===== src/adm_pkg.sv =====
package adm_pkg;

  // Width of the packed diagonal vector and the longest pattern it serves.
  localparam int unsigned STATE_BITS  = 64;
  localparam int unsigned MAX_PATTERN = 32;

  // Field widths fixed by the interface.
  localparam int unsigned SYM_W   = 3;
  localparam int unsigned LEN_W   = 6;
  localparam int unsigned ERR_W   = 5;
  localparam int unsigned POS_W   = 32;
  localparam int unsigned CODE_W  = 2;
  localparam int unsigned PAT_W   = CODE_W * MAX_PATTERN;
  localparam int unsigned IDX_W   = 2;

  // Shift amounts into the vector, with one spare bit for the running offset.
  localparam int unsigned SH_W    = $clog2(STATE_BITS) + 1;
  localparam int unsigned VIDX_W  = $clog2(STATE_BITS);

  // One mask per DNA base plus one for any other character.
  localparam int unsigned NUM_MASKS = 5;
  localparam logic [SYM_W-1:0] SYM_A     = 3'd0;
  localparam logic [SYM_W-1:0] SYM_C     = 3'd1;
  localparam logic [SYM_W-1:0] SYM_T     = 3'd2;
  localparam logic [SYM_W-1:0] SYM_G     = 3'd3;
  localparam logic [SYM_W-1:0] SYM_OTHER = 3'd4;

  // Configuration register indexes.
  localparam logic [IDX_W-1:0] CFG_IDX_PATTERN = 2'd0;
  localparam logic [IDX_W-1:0] CFG_IDX_LENGTH  = 2'd1;
  localparam logic [IDX_W-1:0] CFG_IDX_ERRORS  = 2'd2;

  // Everything the step logic needs from the configuration.
  typedef struct packed {
    logic [NUM_MASKS-1:0][STATE_BITS-1:0] sym;
    logic [STATE_BITS-1:0]                init_vec;
    logic [STATE_BITS-1:0]                sep;
    logic [MAX_PATTERN-1:0]               field;
    logic [ERR_W-1:0]                     k;
    logic                                 bad;
  } adm_masks_t;

endpackage


===== src/adm_cfg.sv =====
module adm_cfg (
  input  logic                              clk_i,
  input  logic                              rst_ni,
  input  logic                              cfg_we_i,
  input  logic [adm_pkg::IDX_W-1:0]         cfg_index_i,
  input  logic [adm_pkg::PAT_W-1:0]         cfg_data_i,
  output adm_pkg::adm_masks_t               masks_o,
  output logic                              busy_o
);

  typedef enum logic [3:0] {
    ST_RUN   = 4'b0001,
    ST_LOAD  = 4'b0010,
    ST_SWEEP = 4'b0100,
    ST_DONE  = 4'b1000
  } adm_state_e;

  adm_state_e                     state_q, state_d;
  adm_pkg::adm_masks_t            masks_q, masks_d;
  logic [adm_pkg::PAT_W-1:0]      pat_q;
  logic [adm_pkg::LEN_W-1:0]      len_q;
  logic [adm_pkg::ERR_W-1:0]      err_q;

  logic [adm_pkg::NUM_MASKS-1:0][adm_pkg::MAX_PATTERN-1:0] mism_q, mism_d, mism_new;
  logic [adm_pkg::ERR_W-1:0]      d_q, d_d;
  logic [adm_pkg::LEN_W-1:0]      ndiag_q, ndiag_d;
  logic [adm_pkg::SH_W-1:0]       sh_q, sh_d;

  logic [adm_pkg::LEN_W-1:0]      diag_cnt;
  logic [adm_pkg::LEN_W-1:0]      k_plus2;
  logic [12:0]                    span;
  logic                           bad_new;
  logic [adm_pkg::MAX_PATTERN-1:0] field_new;
  logic                           cfg_hit;

  // Validity of the requested geometry and the per-diagonal field mask.
  assign diag_cnt  = len_q - {1'b0, err_q};
  assign k_plus2   = {1'b0, err_q} + adm_pkg::LEN_W'(2);
  assign span      = 13'(diag_cnt) * 13'(k_plus2);
  assign bad_new   = ({1'b0, err_q} >= len_q) ||
                     (len_q > adm_pkg::LEN_W'(adm_pkg::MAX_PATTERN)) ||
                     (span > 13'(adm_pkg::STATE_BITS));
  assign field_new = ~({adm_pkg::MAX_PATTERN{1'b1}} << ({1'b0, err_q} + adm_pkg::LEN_W'(1)));

  // Mismatch vectors: bit j is set when pattern position j is in use and
  // does not hold the base of that mask. The last mask mismatches everywhere.
  always_comb begin
    for (int c = 0; c < adm_pkg::NUM_MASKS; c++) begin
      for (int j = 0; j < adm_pkg::MAX_PATTERN; j++) begin
        mism_new[c][j] = (adm_pkg::LEN_W'(j) < len_q) &&
                         ((c == adm_pkg::NUM_MASKS - 1) ||
                          (pat_q[adm_pkg::CODE_W*j +: adm_pkg::CODE_W] !=
                           adm_pkg::CODE_W'(c)));
      end
    end
  end

  assign cfg_hit = cfg_we_i && ((cfg_index_i == adm_pkg::CFG_IDX_PATTERN) ||
                                (cfg_index_i == adm_pkg::CFG_IDX_LENGTH) ||
                                (cfg_index_i == adm_pkg::CFG_IDX_ERRORS));

  // Mask builder: one diagonal per cycle, each placed at its running offset.
  always_comb begin
    state_d = state_q;
    masks_d = masks_q;
    mism_d  = mism_q;
    d_d     = d_q;
    sh_d    = sh_q;
    ndiag_d = ndiag_q;
    unique case (state_q)
      ST_RUN: begin
        state_d = ST_RUN;
      end
      ST_LOAD: begin
        masks_d.sym      = '0;
        masks_d.init_vec = '0;
        masks_d.sep      = '0;
        masks_d.field    = bad_new ? '0 : field_new;
        masks_d.k        = err_q;
        masks_d.bad      = bad_new;
        mism_d           = mism_new;
        d_d              = '0;
        sh_d             = '0;
        ndiag_d          = diag_cnt;
        state_d          = bad_new ? ST_DONE : ST_SWEEP;
      end
      ST_SWEEP: begin
        for (int c = 0; c < adm_pkg::NUM_MASKS; c++) begin
          masks_d.sym[c] = masks_q.sym[c] |
              (adm_pkg::STATE_BITS'(mism_q[c] & masks_q.field) << sh_q);
          mism_d[c]      = mism_q[c] >> 1;
        end
        masks_d.init_vec = masks_q.init_vec |
                           (adm_pkg::STATE_BITS'(masks_q.field) << sh_q);
        masks_d.sep      = masks_q.sep | (adm_pkg::STATE_BITS'(1) << sh_q);
        d_d              = d_q + adm_pkg::ERR_W'(1);
        sh_d             = sh_q + adm_pkg::SH_W'(masks_q.k) + adm_pkg::SH_W'(2);
        if ({1'b0, d_q} == ndiag_q - adm_pkg::LEN_W'(1)) begin
          state_d = ST_DONE;
        end
      end
      ST_DONE: begin
        state_d = ST_RUN;
      end
      default: begin
        state_d = ST_RUN;
      end
    endcase
    if (cfg_hit) begin
      state_d = ST_LOAD;
    end
  end

  always_ff @(posedge clk_i or negedge rst_ni) begin
    if (!rst_ni) begin
      state_q <= ST_RUN;
      pat_q   <= '0;
      len_q   <= adm_pkg::LEN_W'(1);
      err_q   <= '0;
      // Masks for the reset configuration: one A, no errors.
      masks_q.sym      <= {{(adm_pkg::NUM_MASKS-1){adm_pkg::STATE_BITS'(1)}},
                           adm_pkg::STATE_BITS'(0)};
      masks_q.init_vec <= adm_pkg::STATE_BITS'(1);
      masks_q.sep      <= adm_pkg::STATE_BITS'(1);
      masks_q.field    <= adm_pkg::MAX_PATTERN'(1);
      masks_q.k        <= '0;
      masks_q.bad      <= 1'b0;
      d_q     <= '0;
      sh_q    <= '0;
      ndiag_q <= '0;
    end else begin
      state_q <= state_d;
      masks_q <= masks_d;
      d_q     <= d_d;
      sh_q    <= sh_d;
      ndiag_q <= ndiag_d;
      if (cfg_we_i) begin
        unique case (cfg_index_i)
          adm_pkg::CFG_IDX_PATTERN: begin
            pat_q <= cfg_data_i;
          end
          adm_pkg::CFG_IDX_LENGTH: begin
            len_q <= cfg_data_i[adm_pkg::LEN_W-1:0];
          end
          adm_pkg::CFG_IDX_ERRORS: begin
            err_q <= cfg_data_i[adm_pkg::ERR_W-1:0];
          end
          default: begin
            pat_q <= pat_q;
          end
        endcase
      end
    end
  end

  always_ff @(posedge clk_i) begin
    mism_q <= mism_d;
  end

  assign masks_o = masks_q;
  assign busy_o  = (state_q != ST_RUN);

endmodule


===== src/adm_core.sv =====
module adm_core (
  input  logic                        clk_i,
  input  logic                        rst_ni,
  input  adm_pkg::adm_masks_t         masks_i,
  input  logic                        busy_i,
  input  logic                        in_valid_i,
  output logic                        in_stall_o,
  input  logic [adm_pkg::SYM_W-1:0]   symbol_i,
  output logic                        out_valid_o,
  input  logic                        out_stall_i,
  output logic                        match_found_o,
  output logic [adm_pkg::POS_W-1:0]   end_position_o,
  output logic                        config_error_o
);

  logic                              s1_valid_q;
  logic [adm_pkg::SYM_W-1:0]         s1_sym_q;
  logic                              out_valid_q;
  logic                              match_q;
  logic [adm_pkg::POS_W-1:0]         pos_out_q;
  logic                              err_out_q;
  logic [adm_pkg::STATE_BITS-1:0]    dv_q, dv_d;
  logic [adm_pkg::POS_W-1:0]         pos_q;

  logic                              out_free;
  logic                              s1_adv;
  logic                              accept;

  logic [adm_pkg::SYM_W-1:0]         midx;
  logic [adm_pkg::STATE_BITS-1:0]    sm, x, subst, ins, diag, nv, field_w;
  logic [adm_pkg::LEN_W-1:0]         k2, k3;
  logic [adm_pkg::VIDX_W-1:0]        kidx;
  logic                              found;

  assign out_free   = !out_valid_q || !out_stall_i;
  assign s1_adv     = s1_valid_q && out_free;
  assign in_stall_o = busy_i || (s1_valid_q && !out_free);
  assign accept     = in_valid_i && !in_stall_o;

  // One step of the diagonal automaton.
  assign midx    = (s1_sym_q <= adm_pkg::SYM_G) ? s1_sym_q : adm_pkg::SYM_OTHER;
  assign sm      = masks_i.sym[midx];
  assign k2      = {1'b0, masks_i.k} + adm_pkg::LEN_W'(2);
  assign k3      = {1'b0, masks_i.k} + adm_pkg::LEN_W'(3);
  assign kidx    = adm_pkg::VIDX_W'(masks_i.k);
  assign field_w = adm_pkg::STATE_BITS'(masks_i.field);

  assign x     = (dv_q >> k2) | sm;
  assign subst = (dv_q << 1) | masks_i.sep;
  assign ins   = (dv_q << k3) | (masks_i.sep << k2) | field_w;
  assign diag  = ((x + masks_i.sep) ^ x) >> 1;
  assign nv    = subst & ins & diag & masks_i.init_vec;
  assign found = !masks_i.bad && !nv[kidx];

  always_comb begin
    dv_d = dv_q;
    if (!masks_i.bad) begin
      dv_d = nv | (adm_pkg::STATE_BITS'(1) << kidx);
    end
  end

  always_ff @(posedge clk_i or negedge rst_ni) begin
    if (!rst_ni) begin
      s1_valid_q  <= 1'b0;
      out_valid_q <= 1'b0;
      dv_q        <= adm_pkg::STATE_BITS'(1);
      pos_q       <= '0;
    end else begin
      if (accept) begin
        s1_valid_q <= 1'b1;
      end else if (s1_adv) begin
        s1_valid_q <= 1'b0;
      end
      if (s1_adv) begin
        out_valid_q <= 1'b1;
      end else if (!out_stall_i) begin
        out_valid_q <= 1'b0;
      end
      if (busy_i) begin
        dv_q  <= masks_i.init_vec;
        pos_q <= '0;
      end else if (s1_adv) begin
        dv_q  <= dv_d;
        pos_q <= pos_q + adm_pkg::POS_W'(1);
      end
    end
  end

  always_ff @(posedge clk_i) begin
    if (accept) begin
      s1_sym_q <= symbol_i;
    end
    if (s1_adv) begin
      match_q   <= found;
      pos_out_q <= pos_q;
      err_out_q <= masks_i.bad;
    end
  end

  assign out_valid_o    = out_valid_q;
  assign match_found_o  = match_q;
  assign end_position_o = pos_out_q;
  assign config_error_o = err_out_q;

endmodule


===== src/approx_dna_match_by_diagonals.sv =====
// Each accepted symbol is first held in an input register. Its automaton step
// is registered into the output register once that is free, and is presented
// from there. One symbol per cycle is taken unless busy or output stalls.
// A register write rebuilds the masks one diagonal per cycle: inputs are
// stalled in the load, sweep and done states; a bad setting skips the sweep.
// Reset (rst_ni low, asynchronous) loads the masks of the default
// configuration directly, so symbols are taken right after reset.
module approx_dna_match_by_diagonals (
  input  logic                        clk_i,
  input  logic                        rst_ni,
  input  logic                        cfg_we_i,
  input  logic [adm_pkg::IDX_W-1:0]   cfg_index_i,
  input  logic [adm_pkg::PAT_W-1:0]   cfg_data_i,
  input  logic                        in_valid_i,
  output logic                        in_stall_o,
  input  logic [adm_pkg::SYM_W-1:0]   symbol_i,
  output logic                        out_valid_o,
  input  logic                        out_stall_i,
  output logic                        match_found_o,
  output logic [adm_pkg::POS_W-1:0]   end_position_o,
  output logic                        config_error_o
);

  // The configuration block holds the pattern, length and error limit, and
  // derives the packed symbol masks, initial vector, separator mask and field
  // mask. On a write to one of its registers it clears the masks and, if
  // the setting is usable, ORs in one diagonal of k+1 state bits per cycle
  // at offset d*(k+2). While it works it asserts busy, which stalls input,
  // keeps the diagonal vector at the initial vector and the position at zero.
  adm_pkg::adm_masks_t masks;
  logic                busy;

  adm_cfg u_cfg (
    .clk_i       (clk_i),
    .rst_ni      (rst_ni),
    .cfg_we_i    (cfg_we_i),
    .cfg_index_i (cfg_index_i),
    .cfg_data_i  (cfg_data_i),
    .masks_o     (masks),
    .busy_o      (busy)
  );

  // The core registers each accepted item, then advances the automaton once
  // the output is free: shift the vector for the three transitions, add the
  // separator mask to propagate along the diagonals, and AND the results.
  // A clear bit k signals a match, after which bit k is set again. The
  // output register lets the next item enter while a result waits.
  adm_core u_core (
    .clk_i          (clk_i),
    .rst_ni         (rst_ni),
    .masks_i        (masks),
    .busy_i         (busy),
    .in_valid_i     (in_valid_i),
    .in_stall_o     (in_stall_o),
    .symbol_i       (symbol_i),
    .out_valid_o    (out_valid_o),
    .out_stall_i    (out_stall_i),
    .match_found_o  (match_found_o),
    .end_position_o (end_position_o),
    .config_error_o (config_error_o)
  );

endmodule


===== config.mk =====
export PLATFORM = sky130hd
export DESIGN_NAME = approx_dna_match_by_diagonals
export DESIGN_NICKNAME = d
export VERILOG_FILES = /design/src/adm_pkg.sv /design/src/adm_cfg.sv /design/src/adm_core.sv /design/src/approx_dna_match_by_diagonals.sv
export SDC_FILE = /design/constraint.sdc
export NUM_CORES = 2
export LEC_CHECK = 0
export BUFFER_PORTS_ARGS = -buffer_cell sky130_fd_sc_hd__buf_2
export CELL_PAD_IN_SITES_DETAIL_PLACEMENT = 2
export CELL_PAD_IN_SITES_GLOBAL_PLACEMENT = 2
export CORE_MARGIN = 2
export CORE_UTILIZATION = 44
export CTS_BUF_LIST = sky130_fd_sc_hd__clkbuf_4 sky130_fd_sc_hd__clkbuf_8 sky130_fd_sc_hd__clkbuf_16
export CTS_CLUSTER_SIZE = 20
export DETAILED_ROUTE_END_ITERATION = 10
export PLACE_DENSITY_LB_ADDON = 0.1
export SETUP_SLACK_MARGIN = 0.3
export SLEW_MARGIN = 40
export SYNTH_ARGS = -nofsm -noshare
export SYNTH_HDL_FRONTEND = slang
export SYNTH_SLANG_ARGS = --single-unit

===== constraint.sdc =====
create_clock -name clk_i -period 18.7 [get_ports clk_i]
set_clock_uncertainty 0.2 [all_clocks]
set_input_delay 0.935 -clock clk_i [delete_from_list [all_inputs] [get_ports clk_i]]
set_output_delay 0.935 -clock clk_i [all_outputs]
set_load 0.03 [all_outputs]

==> flow_metrics.py <==
metrics = {
    "logic_synthesis": {
        "synthTopCellsByCount": "nand2_1, o21ai_0, dfrtp_1",
        "ys_types": 92,
        "synth-main-ff-cell": "dfrtp_1",
        "synth_edf_count": 197,
        "synth.avg_cell_area_sq_um": 8.80,
        "synth_area_leader_cell": "dfrtp_1",
        "synth_nets": 7816,
        "yosysTopAreaCellShare_pct": 24.9,
        "netlist_top_cells_area": "dfrtp_1, edfxtp_1, mux2i_1, mux4_2, o21ai_0",
        "synth-seq-cells": 873,
        "yosysWarnings": 0,
        "netlist_area_sq_mm": 0.0670,
        "synth_most_common_cell": "nand2_1",
        "yosysSeqAreaShare_pct": 34.1,
        "synth_cells": 7610,
        "synthArstFlopShare_pct": 77.4,
    },
    "sta": {
        "tightest_slew_ps": 1030,
        "fin_crit_sh_pct": 44.3,
        "setup_viol": 0,
        "timing_hold_violations_final": 0,
        "slew_violations": 0,
        "relSlewSlack_pct": 29.0,
        "post-route-min-period_ps": 8280,
        "fmax_mhz": 121,
        "whs_ps": 145,
        "setup_tns_ps": 0,
        "rsz0062_at_grt": "no",
    },
    "power_and_ir_drop": {
        "p_per_area_mw_per_mm2": 145,
        "leakagePower_nw": 31.1,
        "power_w": 0.0106,
        "vdd_drop_max_v": 0.000117,
    },
    "outcome": {
        "status": "completed",
    },
    "clock_tree": {
        "post-cts-setup-buffers": 0,
        "cts_sinks": 873,
        "cts_tree": "yes",
        "insertion_delay_ps": 790,
        "cts_buffers": 105,
        "path_clk_slew_ps": 60,
        "clockBufferDepth": 3,
        "clock-root-buffer": "clkbuf_16",
        "h-tree-depth": 3,
    },
    "critical_path": {
        "critPathMaxFanout": 17,
        "required_ps": 19140,
        "arrival_ps": 8720,
        "reg2regPathDepth": 25,
        "crit_type": "reg -> reg",
        "end_kind": "flip-flop",
        "cp-start-kind": "flip-flop",
    },
    "placement": {
        "portBuffers": 109,
        "placedCellCount": 9278,
        "dp_hpwl_um": 288000,
        "place.gp.congestion": 1.05,
    },
    "global_routing": {
        "grt_pass1_wl_um": 559000,
        "grtUsageTotal_pct": 49.9,
        "grt_pass1_vias": 72800,
        "overflow": 0,
        "grt_max_degree": 185,
        "antenna_found_initial": 35,
    },
    "cells_and_area": {
        "stdcell_count": 9511,
        "layout-drive-gt1-share_pct": 14.1,
        "finalNetCount": 7567,
        "area_delta_synth_final_pct": 9.80,
    },
    "worst_hold_path": {
        "hp-class": "in -> reg",
        "min_path_cells": 1,
    },
    "drt": {
        "num_vias": 69900,
        "drt_wl_total_um": 394000,
        "vias_per_cell": 7.34,
        "ant_nets": 0,
        "drc_errors": 0,
        "drt_pre_antenna_iters": 6,
        "detail_route.iter0.violations": 9029,
        "drt-wirelength-per-cell_um": 41.5,
    },
    "floorplanning": {
        "ios": 110,
        "num_rows": 143,
        "die_area_sq_mm": 0.155,
        "chipHeight_um": 394,
        "initial_core_util_pct": 44.2,
        "die_x_um": 394,
        "core_area_sq_mm": 0.152,
    },
    "flow_run": {
        "drv_cap": 0,
    },
}
[metrics by stage]
stage / util [%] / area, sq um / setup WS, ps
6_report: 48.5 / 73500 / 10420
5_1_grt: 48.5 / 73400 / 9950
4_1_cts: 48.2 / 73100 / 10600
3_5_place_dp: 45.9 / 69500 / 10600
3_3_place_gp: 45.6 / 69100 / 10920
2_1_floorplan: - / 67000 / 12190
[registers in the layout, summed over array words and instances (netlist names)]
name,flops
u_cfg.len_q,6
u_core.config_error_o,1
u_core.s1_valid_q,1
u_cfg.pat_q,64
u_cfg.sh_q,7
u_core.match_found_o,1
u_core.out_valid_o,1
u_cfg.err_q,5
u_core.pos_q,32
u_cfg.d_q,5
u_core.s1_sym_q,3
u_cfg.masks_o,481
u_core.dv_q,64
u_core.end_position_o,32
u_cfg.state_q,4
u_cfg.mism_q,160
u_cfg.ndiag_q,6
[path summary, 6_finish.rpt]
path / start / end / slack (ps)
max: u_cfg.err_q[1]$_DFFE_PN0P_ / u_cfg.masks_o[28]$_DFFE_PN0P_ / 10420
min: symbol_i[2] / u_core.s1_sym_q[2]$_DFFE_PP_ / 140
max reg2reg: u_cfg.err_q[1]$_DFFE_PN0P_ / u_cfg.masks_o[28]$_DFFE_PN0P_ / 10420
min reg2reg: u_cfg.masks_o[392]$_DFFE_PN0N_ / u_cfg.masks_o[392]$_DFFE_PN0N_ / 280
max in group asynchronous: rst_ni / u_cfg.masks_o[346]$_DFFE_PN0N_ / 14970
min in group asynchronous: rst_ni / u_core.pos_q[26]$_DFFE_PN0P_ / 550
[repair_timing]
| item | CTS | global route |
|---|---|---|
| resized for setup | 0 | 0 |
| hold endpoints to repair | 23 | 0 |
| hold buffers | 1 | 0 |
| endpoints found under the setup margin | 0 | 0 |
[cell usage in the layout (no fill, tap or decap), types with 26 or more instances in the layout]
master / n
a211oi_1: 87
a21o_1: 91
a21oi_1: 445
a221oi_1: 27
a22o_1: 293
a22oi_1: 72
a31oi_1: 26
and3_1: 35
buf_2: 110
buf_4: 145
buf_6: 26
clkbuf_16: 107
clkbuf_4: 34
dfrtp_1: 655
diode_2: 30
edfxtp_1: 197
ha_1: 110
inv_1: 110
mux2_2: 175
mux2i_1: 534
mux4_2: 211
nand2_1: 1045
nand2b_1: 63
nand3_1: 254
nor2_1: 587
nor2b_1: 56
nor3_1: 58
o2111ai_1: 34
o211ai_1: 60
o21ai_0: 813
o21ai_1: 53
o221ai_1: 36
o22ai_1: 151
o31ai_1: 26
xnor2_1: 111
xor2_1: 53
[logic make-up (layout without fill, tap and decap cells)]
family / count (synthesis) / in the layout / synth area share [%]
other: 0 / 30 / 0
XOR/XNOR: 176 / 176 / 2.35
AND/OR/NAND/NOR: 2257 / 2257 / 14.4
AO/OA/AOI/OAI: 2445 / 2445 / 23.3
flip-flops: 873 / 873 / 34.1
multiplexers: 950 / 950 / 18.5
buffers and inverters: 777 / 618 / 4.63
adder cells (fa/ha/maj): 132 / 132 / 2.69
[where the power goes]
part	internal [W]	total [W]	leakage (nW)	switching (W)
combinational	0.00178	0.00600	18.3	0.00423
clock	0.00125	0.00220	1.81	0.000951
sequential	0.00212	0.00242	11.0	0.000297
total	0.00515	0.0106	31.1	0.00547
[area by class of cell]
class,instances,area [sq um]
repair buffers,301,2320
multi-input cells,5960,41600
diodes,30,75.1
inverters,120,479
clock buffers,155,3130
fillers,16300,78000
flip-flops and latches,873,22900
well taps,2030,2540
clock inverters,42,494
[routing by layer]
layer  track usage, %  share of wire (%)
met4             43.5                 11
met5                0              0.058
met1             57.7                 35
met2             75.7                 44
met3             14.5                 10
[critical path, cell delays in order, from the launching register on]
cell and delay [ps]:
dfrtp_1 680, inv_1 180, ha_1 360, a21oi_1 90
o21bai_1 290, a21o_1 220, a21oi_1 100, xnor2_1 480
nor2_1 140, fa_1 550, inv_1 50, fa_1 480
fa_1 490, inv_1 40, ha_1 310, nor2b_1 140
o21ai_0 100, a21boi_0 250, o21ai_0 130, a21boi_0 300
o21ai_0 160, or3_1 330, or4_1 700, nor2_1 450
nand2_1 480, o21ai_0 480
Note: power is estimated with default switching activity, not from simulation.
